[config.mk]
export PLATFORM = sky130hd
export DESIGN_NAME = platform_interrupt_controller
export DESIGN_NICKNAME = d
export VERILOG_FILES = /design/src/rtl/pic_pkg.sv /design/src/rtl/pic_ctrl.sv /design/src/rtl/pic_dp.sv /design/src/rtl/platform_interrupt_controller.sv
export SDC_FILE = /design/constraint.sdc
export NUM_CORES = 2
export LEC_CHECK = 0
export BUFFER_PORTS_ARGS = -buffer_cell sky130_fd_sc_hd__clkbuf_2
export CORE_ASPECT_RATIO = 2
export CORE_MARGIN = 1
export CORE_UTILIZATION = 55
export CTS_CLUSTER_SIZE = 28
export DETAILED_ROUTE_END_ITERATION = 16
export HOLD_SLACK_MARGIN = 0.08
export PLACE_DENSITY = 0.68
export SKIP_CTS_REPAIR_TIMING = 1
export SYNTH_ARGS = -nofsm -noshare
export SYNTH_HDL_FRONTEND = slang
export SYNTH_SLANG_ARGS = --single-unit
export TNS_END_PERCENT = 30
[constraint.sdc]
create_clock -name clk -period 10.15 [get_ports clk]
set_clock_uncertainty 0.1 [all_clocks]
set_input_delay 2.03 -clock clk [delete_from_list [all_inputs] [get_ports clk]]
set_output_delay 2.03 -clock clk [all_outputs]
set_load 0.01 [all_outputs]
[src/rtl/pic_pkg.sv]
package pic_pkg;

    // field widths of one input word and one result word
    localparam int KIND_W    = 2;
    localparam int OFS_W     = 22;
    localparam int DATA_W    = 32;
    localparam int CLAIM_W   = 5;

    // item kinds
    localparam logic [KIND_W-1:0] KIND_READ   = 2'd0;
    localparam logic [KIND_W-1:0] KIND_WRITE  = 2'd1;
    localparam logic [KIND_W-1:0] KIND_UPDATE = 2'd2;

    // register map
    localparam logic [OFS_W-1:0] OFS_PRIO_LAST = 22'h00007c;
    localparam logic [OFS_W-1:0] OFS_PENDING   = 22'h001000;
    localparam logic [OFS_W-1:0] OFS_ENABLE    = 22'h002080;
    localparam logic [OFS_W-1:0] OFS_THRESHOLD = 22'h201000;
    localparam logic [OFS_W-1:0] OFS_CLAIM     = 22'h201004;

    // commands from the controller to the datapath
    typedef struct packed {
        logic load_item;
        logic exec_read;
        logic exec_write;
        logic update_start;
        logic scan_step;
        logic finish;
        logic load_out;
    } pic_cmd_t;

    // status from the datapath to the controller
    typedef struct packed {
        logic [KIND_W-1:0] kind;
        logic              scan_last;
        logic              out_ready;
    } pic_status_t;

endpackage

[src/rtl/pic_ctrl.sv]
module pic_ctrl
(
    input  logic                  clk,
    input  logic                  rst_n,
    input  logic                  in_valid,
    output logic                  in_stall,
    input  pic_pkg::pic_status_t  status,
    output pic_pkg::pic_cmd_t     cmd
);

    localparam logic [2:0] ST_IDLE     = 3'd0;
    localparam logic [2:0] ST_DECODE   = 3'd1;
    localparam logic [2:0] ST_SCAN     = 3'd2;
    localparam logic [2:0] ST_SCAN_END = 3'd3;
    localparam logic [2:0] ST_FINAL    = 3'd4;
    localparam logic [2:0] ST_RESULT   = 3'd5;

    logic [2:0] state_reg;
    logic [2:0] state_next;

    // state register
    always_ff @(posedge clk or negedge rst_n)
    begin
        if (!rst_n)
        begin
            state_reg <= ST_IDLE;
        end
        else
        begin
            state_reg <= state_next;
        end
    end

    assign in_stall = (state_reg != ST_IDLE);

    // next state and commands
    always_comb
    begin
        state_next = state_reg;
        cmd        = '0;
        case (state_reg)
            ST_IDLE:
            begin
                if (in_valid)
                begin
                    cmd.load_item = 1'b1;
                    state_next    = ST_DECODE;
                end
            end
            ST_DECODE:
            begin
                case (status.kind)
                    pic_pkg::KIND_READ:
                    begin
                        cmd.exec_read = 1'b1;
                        state_next    = ST_RESULT;
                    end
                    pic_pkg::KIND_WRITE:
                    begin
                        cmd.exec_write = 1'b1;
                        state_next     = ST_RESULT;
                    end
                    pic_pkg::KIND_UPDATE:
                    begin
                        cmd.update_start = 1'b1;
                        state_next       = ST_SCAN;
                    end
                    default:
                    begin
                        state_next = ST_RESULT;
                    end
                endcase
            end
            ST_SCAN:
            begin
                cmd.scan_step = 1'b1;
                if (status.scan_last)
                begin
                    state_next = ST_SCAN_END;
                end
            end
            ST_SCAN_END:
            begin
                state_next = ST_FINAL;
            end
            ST_FINAL:
            begin
                cmd.finish = 1'b1;
                state_next = ST_RESULT;
            end
            ST_RESULT:
            begin
                if (status.out_ready)
                begin
                    cmd.load_out = 1'b1;
                    state_next   = ST_IDLE;
                end
            end
            default:
            begin
                state_next = ST_IDLE;
            end
        endcase
    end

endmodule

[src/rtl/pic_dp.sv]
module pic_dp
#(
    parameter int NUM_SOURCES = 32
)
(
    input  logic                         clk,
    input  logic                         rst_n,
    input  pic_pkg::pic_cmd_t            cmd,
    output pic_pkg::pic_status_t         status,
    input  logic [pic_pkg::KIND_W-1:0]   kind,
    input  logic [pic_pkg::OFS_W-1:0]    offset,
    input  logic [pic_pkg::DATA_W-1:0]   write_data,
    input  logic [pic_pkg::DATA_W-1:0]   ext_requests,
    output logic                         out_valid,
    input  logic                         out_stall,
    output logic [pic_pkg::DATA_W-1:0]   read_data,
    output logic                         irq_out
);

    localparam int         IDX_W   = (NUM_SOURCES > 1) ? $clog2(NUM_SOURCES) : 1;
    localparam logic [5:0] SRC_CNT = 6'(NUM_SOURCES);
    localparam logic [IDX_W-1:0] IDX_LAST = IDX_W'(NUM_SOURCES - 1);

    // captured item
    logic [pic_pkg::KIND_W-1:0] kind_reg;
    logic [pic_pkg::OFS_W-1:0]  offset_reg;
    logic [pic_pkg::DATA_W-1:0] write_data_reg;
    logic [NUM_SOURCES-1:0]     ext_reg;

    // register file
    logic [pic_pkg::DATA_W-1:0] prio_mem [NUM_SOURCES];
    logic [NUM_SOURCES-1:0]     prio_vld_reg;
    logic [pic_pkg::DATA_W-1:0] prio_rd_reg;
    logic [NUM_SOURCES-1:0]     pending_reg;
    logic [NUM_SOURCES-1:0]     pending_next;
    logic [NUM_SOURCES-1:0]     enable_reg;
    logic [pic_pkg::DATA_W-1:0] threshold_reg;
    logic [pic_pkg::CLAIM_W-1:0] claim_id_reg;
    logic                       irq_flag_reg;

    // scan state
    logic [IDX_W-1:0]           scan_idx_reg;
    logic [IDX_W-1:0]           cmp_idx_reg;
    logic                       cmp_en_reg;
    logic [pic_pkg::DATA_W-1:0] best_prio_reg;
    logic [IDX_W-1:0]           best_id_reg;
    logic [NUM_SOURCES-1:0]     live;

    // result word
    logic                       out_valid_reg;
    logic [pic_pkg::DATA_W-1:0] read_data_reg;
    logic                       irq_out_reg;
    logic [pic_pkg::DATA_W-1:0] rdata_next;

    // address decode
    logic [4:0]       word_idx;
    logic             prio_sel;
    logic             idx_ok;
    logic [IDX_W-1:0] idx;
    logic [4:0]       clr_idx5;
    logic             clr_ok;
    logic [IDX_W-1:0] clr_idx;
    logic             mem_we;
    logic             mem_rd_en;
    logic             rd_ok;
    logic [IDX_W-1:0] mem_rd_addr;

    assign word_idx    = offset_reg[6:2];
    assign prio_sel    = (offset_reg <= pic_pkg::OFS_PRIO_LAST);
    assign idx_ok      = ({1'b0, word_idx} < SRC_CNT);
    assign idx         = word_idx[IDX_W-1:0];
    assign clr_idx5    = write_data_reg[4:0];
    assign clr_ok      = ({1'b0, clr_idx5} < SRC_CNT);
    assign clr_idx     = clr_idx5[IDX_W-1:0];
    assign mem_we      = cmd.exec_write && prio_sel && idx_ok;
    assign mem_rd_en   = cmd.exec_read || cmd.scan_step;
    assign rd_ok       = cmd.scan_step || idx_ok;
    assign mem_rd_addr = cmd.scan_step ? scan_idx_reg : idx;
    assign live        = pending_reg & enable_reg;

    // item capture
    always_ff @(posedge clk)
    begin
        if (cmd.load_item)
        begin
            kind_reg       <= kind;
            offset_reg     <= offset;
            write_data_reg <= write_data;
            ext_reg        <= ext_requests[NUM_SOURCES-1:0];
        end
    end

    // priority memory with registered read
    always_ff @(posedge clk)
    begin
        if (mem_we)
        begin
            prio_mem[idx] <= write_data_reg;
        end
        if (mem_rd_en)
        begin
            prio_rd_reg <= (rd_ok && prio_vld_reg[mem_rd_addr]) ? prio_mem[mem_rd_addr] : '0;
        end
    end

    // entries never written read as zero
    always_ff @(posedge clk or negedge rst_n)
    begin
        if (!rst_n)
        begin
            prio_vld_reg <= '0;
        end
        else if (mem_we)
        begin
            prio_vld_reg[idx] <= 1'b1;
        end
    end

    // pending: or in requests on update, clear on completion
    always_comb
    begin
        pending_next = pending_reg;
        if (cmd.update_start)
        begin
            pending_next = pending_reg | ext_reg;
        end
        else if (cmd.exec_write && (offset_reg == pic_pkg::OFS_CLAIM) && clr_ok)
        begin
            pending_next[clr_idx] = 1'b0;
        end
    end

    // control registers
    always_ff @(posedge clk or negedge rst_n)
    begin
        if (!rst_n)
        begin
            pending_reg   <= '0;
            enable_reg    <= '0;
            threshold_reg <= '0;
        end
        else
        begin
            pending_reg <= pending_next;
            if (cmd.exec_write && (offset_reg == pic_pkg::OFS_ENABLE))
            begin
                enable_reg <= write_data_reg[NUM_SOURCES-1:0];
            end
            if (cmd.exec_write && (offset_reg == pic_pkg::OFS_THRESHOLD))
            begin
                threshold_reg <= write_data_reg;
            end
        end
    end

    // scan counter and compare stage, which works on the memory read of the previous cycle
    always_ff @(posedge clk or negedge rst_n)
    begin
        if (!rst_n)
        begin
            scan_idx_reg  <= '0;
            cmp_idx_reg   <= '0;
            cmp_en_reg    <= 1'b0;
            best_prio_reg <= '0;
            best_id_reg   <= '0;
        end
        else
        begin
            cmp_en_reg  <= cmd.scan_step;
            cmp_idx_reg <= scan_idx_reg;
            if (cmd.update_start)
            begin
                scan_idx_reg  <= '0;
                best_prio_reg <= '0;
                best_id_reg   <= '0;
            end
            else
            begin
                if (cmd.scan_step)
                begin
                    scan_idx_reg <= scan_idx_reg + 1'b1;
                end
                if (cmp_en_reg && live[cmp_idx_reg] && (prio_rd_reg > best_prio_reg))
                begin
                    best_prio_reg <= prio_rd_reg;
                    best_id_reg   <= cmp_idx_reg;
                end
            end
        end
    end

    // claim and interrupt flag
    always_ff @(posedge clk or negedge rst_n)
    begin
        if (!rst_n)
        begin
            claim_id_reg <= '0;
            irq_flag_reg <= 1'b0;
        end
        else if (cmd.finish)
        begin
            claim_id_reg <= pic_pkg::CLAIM_W'(best_id_reg);
            irq_flag_reg <= (best_prio_reg > threshold_reg);
        end
    end

    // read mux
    always_comb
    begin
        rdata_next = '0;
        if (kind_reg == pic_pkg::KIND_READ)
        begin
            if (prio_sel)
            begin
                rdata_next = prio_rd_reg;
            end
            else
            begin
                case (offset_reg)
                    pic_pkg::OFS_PENDING:   rdata_next = pic_pkg::DATA_W'(pending_reg);
                    pic_pkg::OFS_ENABLE:    rdata_next = pic_pkg::DATA_W'(enable_reg);
                    pic_pkg::OFS_THRESHOLD: rdata_next = threshold_reg;
                    pic_pkg::OFS_CLAIM:     rdata_next = pic_pkg::DATA_W'(claim_id_reg);
                    default:                rdata_next = '0;
                endcase
            end
        end
    end

    // output word register
    always_ff @(posedge clk or negedge rst_n)
    begin
        if (!rst_n)
        begin
            out_valid_reg <= 1'b0;
        end
        else if (cmd.load_out)
        begin
            out_valid_reg <= 1'b1;
        end
        else if (!out_stall)
        begin
            out_valid_reg <= 1'b0;
        end
    end

    always_ff @(posedge clk)
    begin
        if (cmd.load_out)
        begin
            read_data_reg <= rdata_next;
            irq_out_reg   <= irq_flag_reg;
        end
    end

    assign out_valid        = out_valid_reg;
    assign read_data        = read_data_reg;
    assign irq_out          = irq_out_reg;
    assign status.kind      = kind_reg;
    assign status.scan_last = (scan_idx_reg == IDX_LAST);
    assign status.out_ready = !out_valid_reg || !out_stall;

endmodule

[src/rtl/platform_interrupt_controller.sv]
// sequence: reads, writes and unused kinds go from decode to the result state, which waits for the output;
//   an update tick goes from decode through the priority scan, scan end and final states to the result state
// flow: a new item is taken only once the last one has loaded its result word; an update is
//   held by the priority scan that reads one stored priority per cycle from the memory port
// reset: asynchronous, active low; control state, output valid, pending, enables, threshold,
//   claim and flag clear at once, priority entries read as zero until written, no clearing pass
module platform_interrupt_controller
#(
    parameter int NUM_SOURCES = 32
)
(
    input  logic                        clk,
    input  logic                        rst_n,
    input  logic                        in_valid,
    output logic                        in_stall,
    input  logic [pic_pkg::KIND_W-1:0]  kind,
    input  logic [pic_pkg::OFS_W-1:0]   offset,
    input  logic [pic_pkg::DATA_W-1:0]  write_data,
    input  logic [pic_pkg::DATA_W-1:0]  ext_requests,
    output logic                        out_valid,
    input  logic                        out_stall,
    output logic [pic_pkg::DATA_W-1:0]  read_data,
    output logic                        irq_out
);

    pic_pkg::pic_cmd_t    cmd;
    pic_pkg::pic_status_t status;

    // sequencer
    pic_ctrl u_ctrl
    (
        .clk      (clk),
        .rst_n    (rst_n),
        .in_valid (in_valid),
        .in_stall (in_stall),
        .status   (status),
        .cmd      (cmd)
    );

    // registers, priority memory and scan
    pic_dp #(
        .NUM_SOURCES (NUM_SOURCES)
    ) u_dp
    (
        .clk          (clk),
        .rst_n        (rst_n),
        .cmd          (cmd),
        .status       (status),
        .kind         (kind),
        .offset       (offset),
        .write_data   (write_data),
        .ext_requests (ext_requests),
        .out_valid    (out_valid),
        .out_stall    (out_stall),
        .read_data    (read_data),
        .irq_out      (irq_out)
    );

endmodule

# --- Word-level counts from Yosys, hierarchy flattened ---
# Memory sizes are Yosys's and may differ from the RTL's. A register that Yosys moved wholly into a read port is not among the register bits.
# Cells that the tools add are included.
word_totals:
  out_inout_bits: 35
  word_cells: 109
  ff_bits: 307
  mem_bits_rw: 1024
  memories: 1
  input_bits: 92
memory_table:
  columns: ["memory", "words", "width", "read_ports", "rd_clocked_by_memory_dff", "write_ports", "line_no", "text"]
  rows:
  - ["u_dp.prio_mem", 32, 32, 1, 1, 1, "pic_dp.sv:31", "logic [pic_pkg::DATA_W-1:0] prio_mem [NUM_SOURCES];"]
op_classes:
  eq_ne: 16
  n_addsub: 1
  reduce_logical: 20
  n_bitwise: 5
  mux: 38
  order_cmp: 9
op_table:
  columns: ["cell", "count"]
  rows:
  - ["$mux W32", 5]
  - ["$pmux W32 S4", 1]
  - ["$and A32 B32 Y32", 2]
  - ["$gt A32 B32 Y1", 2]
  - ["$or A32 B32 Y32", 2]
  - ["$eq A22 B22 Y1 const B", 2]
  - ["$not A32 Y32", 1]
  - ["$mux W5", 5]
  - ["$lt A5 B6 Y1 const B", 4]
  - ["$eq A22 B13 Y1 const B", 1]
  - ["$eq A22 B14 Y1 const B", 1]
  - ["$le A22 B7 Y1 const B", 1]
  - ["$pmux W3 S6", 1]
  - ["$mux W1", 17]
  - ["$mux W3", 5]
  - ["$bmux W1 S5", 2]
  - ["$demux W1 S5", 2]
  - ["$ge A5 B1 Y1 const B", 2]
  - ["$logic_and A1 B1 Y1", 8]
  - ["$eq A3 B2 Y1 const B", 2]
  - ["$eq A3 B3 Y1 const B", 2]
  - ["$ne A2 B2 Y1 const B", 3]
  - ["$reduce_bool A2 Y1", 3]
  - ["$add A5 B1 Y5 const B", 1]
  - ["other kinds (11)", 14]

# --- Depth between registers and ports, before layout ---
logic_depth:
  depth_word: 8
  mapped_depth: 13
  ltp_nobuf: 9

# --- By module ---
# From an unflattened synthesis, not the netlist that was laid out.
unflattened:
  hier_cells: 3222
  hier_area_um2: 54639.9
modules_own_cells:
  columns: ["module", "area_each_um2", "instances", "cells_each"]
  rows:
  - ["pic_dp", 54410.9, 1, 3194]
  - ["pic_ctrl", 229.0, 1, 28]

# --- Least setup slack after synthesis ---
# Ideal clock, no wire load.
synth_path:
  path_kind: "input -> register"
  startpoint: "input in_valid"
  endpoint: "register u_dp.ext_reg[0] (enable)"
  t_arrival_ps: 5706
  stages: 2
  path_slack_ps: 3809
  n_path_buf: 0
  t_required_ps: 9514
  path_cell_list: "inv_1 > nor2_1"
synth_rtl:
  columns: ["item", "line_no", "text"]
  rows:
  - ["start: declaration", "platform_interrupt_controller.sv:14", "input logic in_valid,"]
  - ["end signal: assignment", "pic_dp.sv:89", "ext_reg <= ext_requests[NUM_SOURCES-1:0];"]
  - ["end: declaration", "pic_dp.sv:28", "logic [NUM_SOURCES-1:0] ext_reg;"]

# --- Worst setup path in the final report ---
layout_path:
  startpoint: "register u_ctrl.state_reg[2]"
  endpoint: "register u_dp.prio_rd_reg[13] in the netlist's numbering (read register of u_dp.prio_mem) (data pin)"
layout_between:
  elab_chain_cells: 6
  word_cells_on_any_way: 9
  cone_classes: "2 x eq/ne; 5 x mux; 2 x reduce/logical"
layout_rtl:
  columns: ["item", "line_no", "text"]
  rows:
  - ["start: declaration", "pic_ctrl.sv:18", "logic [2:0] state_reg;"]
  - ["start signal: assignment", "pic_ctrl.sv:30", "state_reg <= state_next;"]
  - ["$eq A3 B2 Y1", "pic_ctrl.sv:41", "case (state_reg)"]
  - ["$mux W1", "pic_ctrl.sv:41", null]
  - ["$mux W5", "pic_dp.sv:78", "assign mem_rd_addr = cmd.scan_step ? scan_idx_reg : idx;"]
  - ["$bmux W1 S5", "pic_dp.sv:102", "prio_rd_reg <= (rd_ok && prio_vld_reg[mem_rd_addr]) ? prio_mem[mem_rd_addr] : '0;"]
  - ["$mux W1 (not written as such)", "pic_dp.sv:102", null]
  - ["$logic_not A1 Y1 (no line)", null, null]
  - ["end: declaration", "pic_dp.sv:33", "logic [pic_pkg::DATA_W-1:0] prio_rd_reg;"]
# Several ways; a longest one is shown, not always the timed one. The select of a mux whose other input is x is not followed.
# A chain may end at the register's enable or synchronous reset.

==> metrics <==
post-synthesis compound-gate area fraction 7.97%; PwrDens 223 nW/um^2; cells after synthesis 4142; initial antenna violation count 6; Rel. slew slack 9.83%; Setup TNS 0 ps; Avg WL per Cell 28.7 um; fin nets 4371; Synth warnings 0; CP peak stage delay 830 ps; Skew-Pair Late Insertion Delay 740 ps; clock sink count 1363; crit start category flop; Via Count 36000; via/cell ratio 6.38; post-synthesis mux area share 2.30%; crit-path leading delay family buffers and inverters; leakage power 21.7 nW; Port Buffer Count 126; worst-margin pin slew 1350 ps; crit-path cells or3b_1, inv_4, mux2_8, buf_12, nand3_1, a311o_1, o41ai_1, and4b_2, buf_4, a41oi_1; fin crit share 49.0%; initial core utilization 55.7%; Critical Path Slowest Stage Cell mux2_8; pin count of the biggest net entering global routing 184; Synth Area in Simple Gates 12.9%; router iterations before antenna repair 7; area of the multi-input gates 14000 um^2; Post-synth EDFFs 1177; Post-synth ARST share 13.6%; Root Driver clkbuf_16; DIE AREA 102000 um^2; num rows 163; Max Slew Vio Count 0; post-synth top area share 64.1%; Post-synth top flop edfxtp_1; Crit. End Element flop; unrepaired setup endpoints after global routing no; Final Critical Period 4970 ps; GPL Wtd Cong 0.968; die height 450 um; Adder-Cell Fraction of Synth Area 1.50%; Synth cell types 73; Syn-to-layout area delta 10.8%; Hold Slack 365 ps; core area 98900 um^2; global-route wire length before repair 232 mm; Max Root-Sink Buffers 3; Routed Antenna Nets 0; final setup fails 0; WP data required 10600 ps; Fill cells 7298; Worst EP arrival 5420 ps; Post-synth top cells edfxtp_1, nand2_1, nand3_1; f_max 201 MHz; clock-pin slew on the worst setup and hold paths 70 ps; DP Wirelength 89.7 mm; number of global-route vias before repair 35300; Synth area leader edfxtp_1; Global Route Usage Sum 32.1%; CTS H-tree lvls 3; syn_area_per_cell 13.3 um^2; final hold vios 0; Max-Cap Viols 0; largest family of logic cells by synthesized area simple AND/OR/NAND/NOR gates; buffers and inverters on the worst path 3; Overflow after GRT 0; register area 40000 um^2; CTS Buf Count 113; post-synth net total 4300; highest ir drop seen on vdd 150 uV; Crit Path Max Fanout 167; max reg flops 1024; Top reg by flops u_dp.prio_mem; DIE WIDTH 226 um; share of layout cells above drive strength 1 12.0%; register area share after synthesis 72.6%; Initial DRC Count 4605; CTS tree done; Synth Area in XOR/XNOR 0.0477%; status finished, final reports clean; Hold Path Class reg2reg; WS Path Type reg2reg; leading post-synthesis cells by cell area edfxtp_1, dfrtp_1, nand2_1; Yosys reg bits 1363; most numerous cell in the Yosys netlist edfxtp_1; total length of routed wires 162 mm; Mapped Area 55100 um^2; Ports 127; drt drc 0
logic make-up (layout without fill, tap and decap cells):
group | after synthesis | after routing
flops | 1363 | 1363
fa+ha+maj | 66 | 66
compound gates | 661 | 661
buf+inv | 332 | 500
other cells | 0 | 5
xor+xnor | 3 | 3
mux | 109 | 109
simple gates | 1608 | 1608
through the flow:
stage | util [%] | setup WS [ps] | cell area (um^2) | power, W | cells
floorplan | - | 3810 | 55100 | 0.00827 | 4142
detailed placement | 57.9 | 5230 | 57300 | 0.00921 | 5418
finish | 61.8 | 5180 | 61100 | 0.0136 | 5635
CTS | 61.8 | 5190 | 61100 | 0.0136 | 5630
global placement | 57.9 | 5290 | 57300 | 0.00917 | 5418
global route | 61.8 | 4980 | 61100 | 0.0140 | 5634
layout make-up:
cell class | instances | share of cell area (%)
Tap cell | 1320 | 2.70
Inverter | 71 | 0.440
Antenna cell | 5 | 0.0205
Multi-Input combinational cell | 2447 | 22.9
Clock buffer | 147 | 5.02
Sequential cell | 1363 | 65.5
Clock inverter | 65 | 1.16
Timing Repair Buffer | 217 | 2.27
metal layers:
layer  global-route usage [%]  vias to the layer above  part of all wire (%)
li1                         -                    15500                     -
met1                     36.3                    18000                    34
met2                     54.5                     1906                    51
met3                     5.23                      509                   7.8
met4                     23.6                        0                   7.8
met5                        0                        -                     0
worst min-delay path: cells and delay by family (launching register included):
family | cells | cell delay, ps
AOI/OAI and AO/OA | 1 | 60
DFF | 1 | 330
buffers and inverters | 1 | 50
final timing paths:
kind | from | to | slack, ps | cells after the start
max | u_ctrl.state_reg[2] | u_dp.prio_rd_reg[13] | 5180 | 10
min reg2reg | u_dp.prio_vld_reg[9] | u_dp.prio_vld_reg[9] | 370 | 2
min | u_dp.prio_vld_reg[9] | u_dp.prio_vld_reg[9] | 370 | 2
max reg2reg | u_ctrl.state_reg[2] | u_dp.prio_rd_reg[13] | 5180 | 10
max in group asynchronous | rst_n | u_dp.enable_reg[23] | 7390 | 2
min in group asynchronous | rst_n | u_dp.prio_vld_reg[9] | 1210 | 1
power breakdown:
part / total, W / switching [W] / internal [W]
Sequential: 0.00685 / 0.000331 / 0.00651
Clock: 0.00450 / 0.00199 / 0.00251
Combinational: 0.00230 / 0.00165 / 0.000644
cell usage in the layout (no fill, tap or decap), types with 32 or more instances in the layout:
master,n
edfxtp_1,1177
nand2_1,1024
nand3_1,249
dfrtp_1,186
a21oi_1,167
and3_1,140
clkbuf_2,125
a31oi_1,119
clkbuf_16,117
o21ai_0,98
a311oi_1,95
buf_4,86
inv_1,70
ha_1,66
mux2i_1,62
nor2_4,34
or2_2,33
a222oi_1,32
No activity file was read; power rests on OpenSTA's default activity.
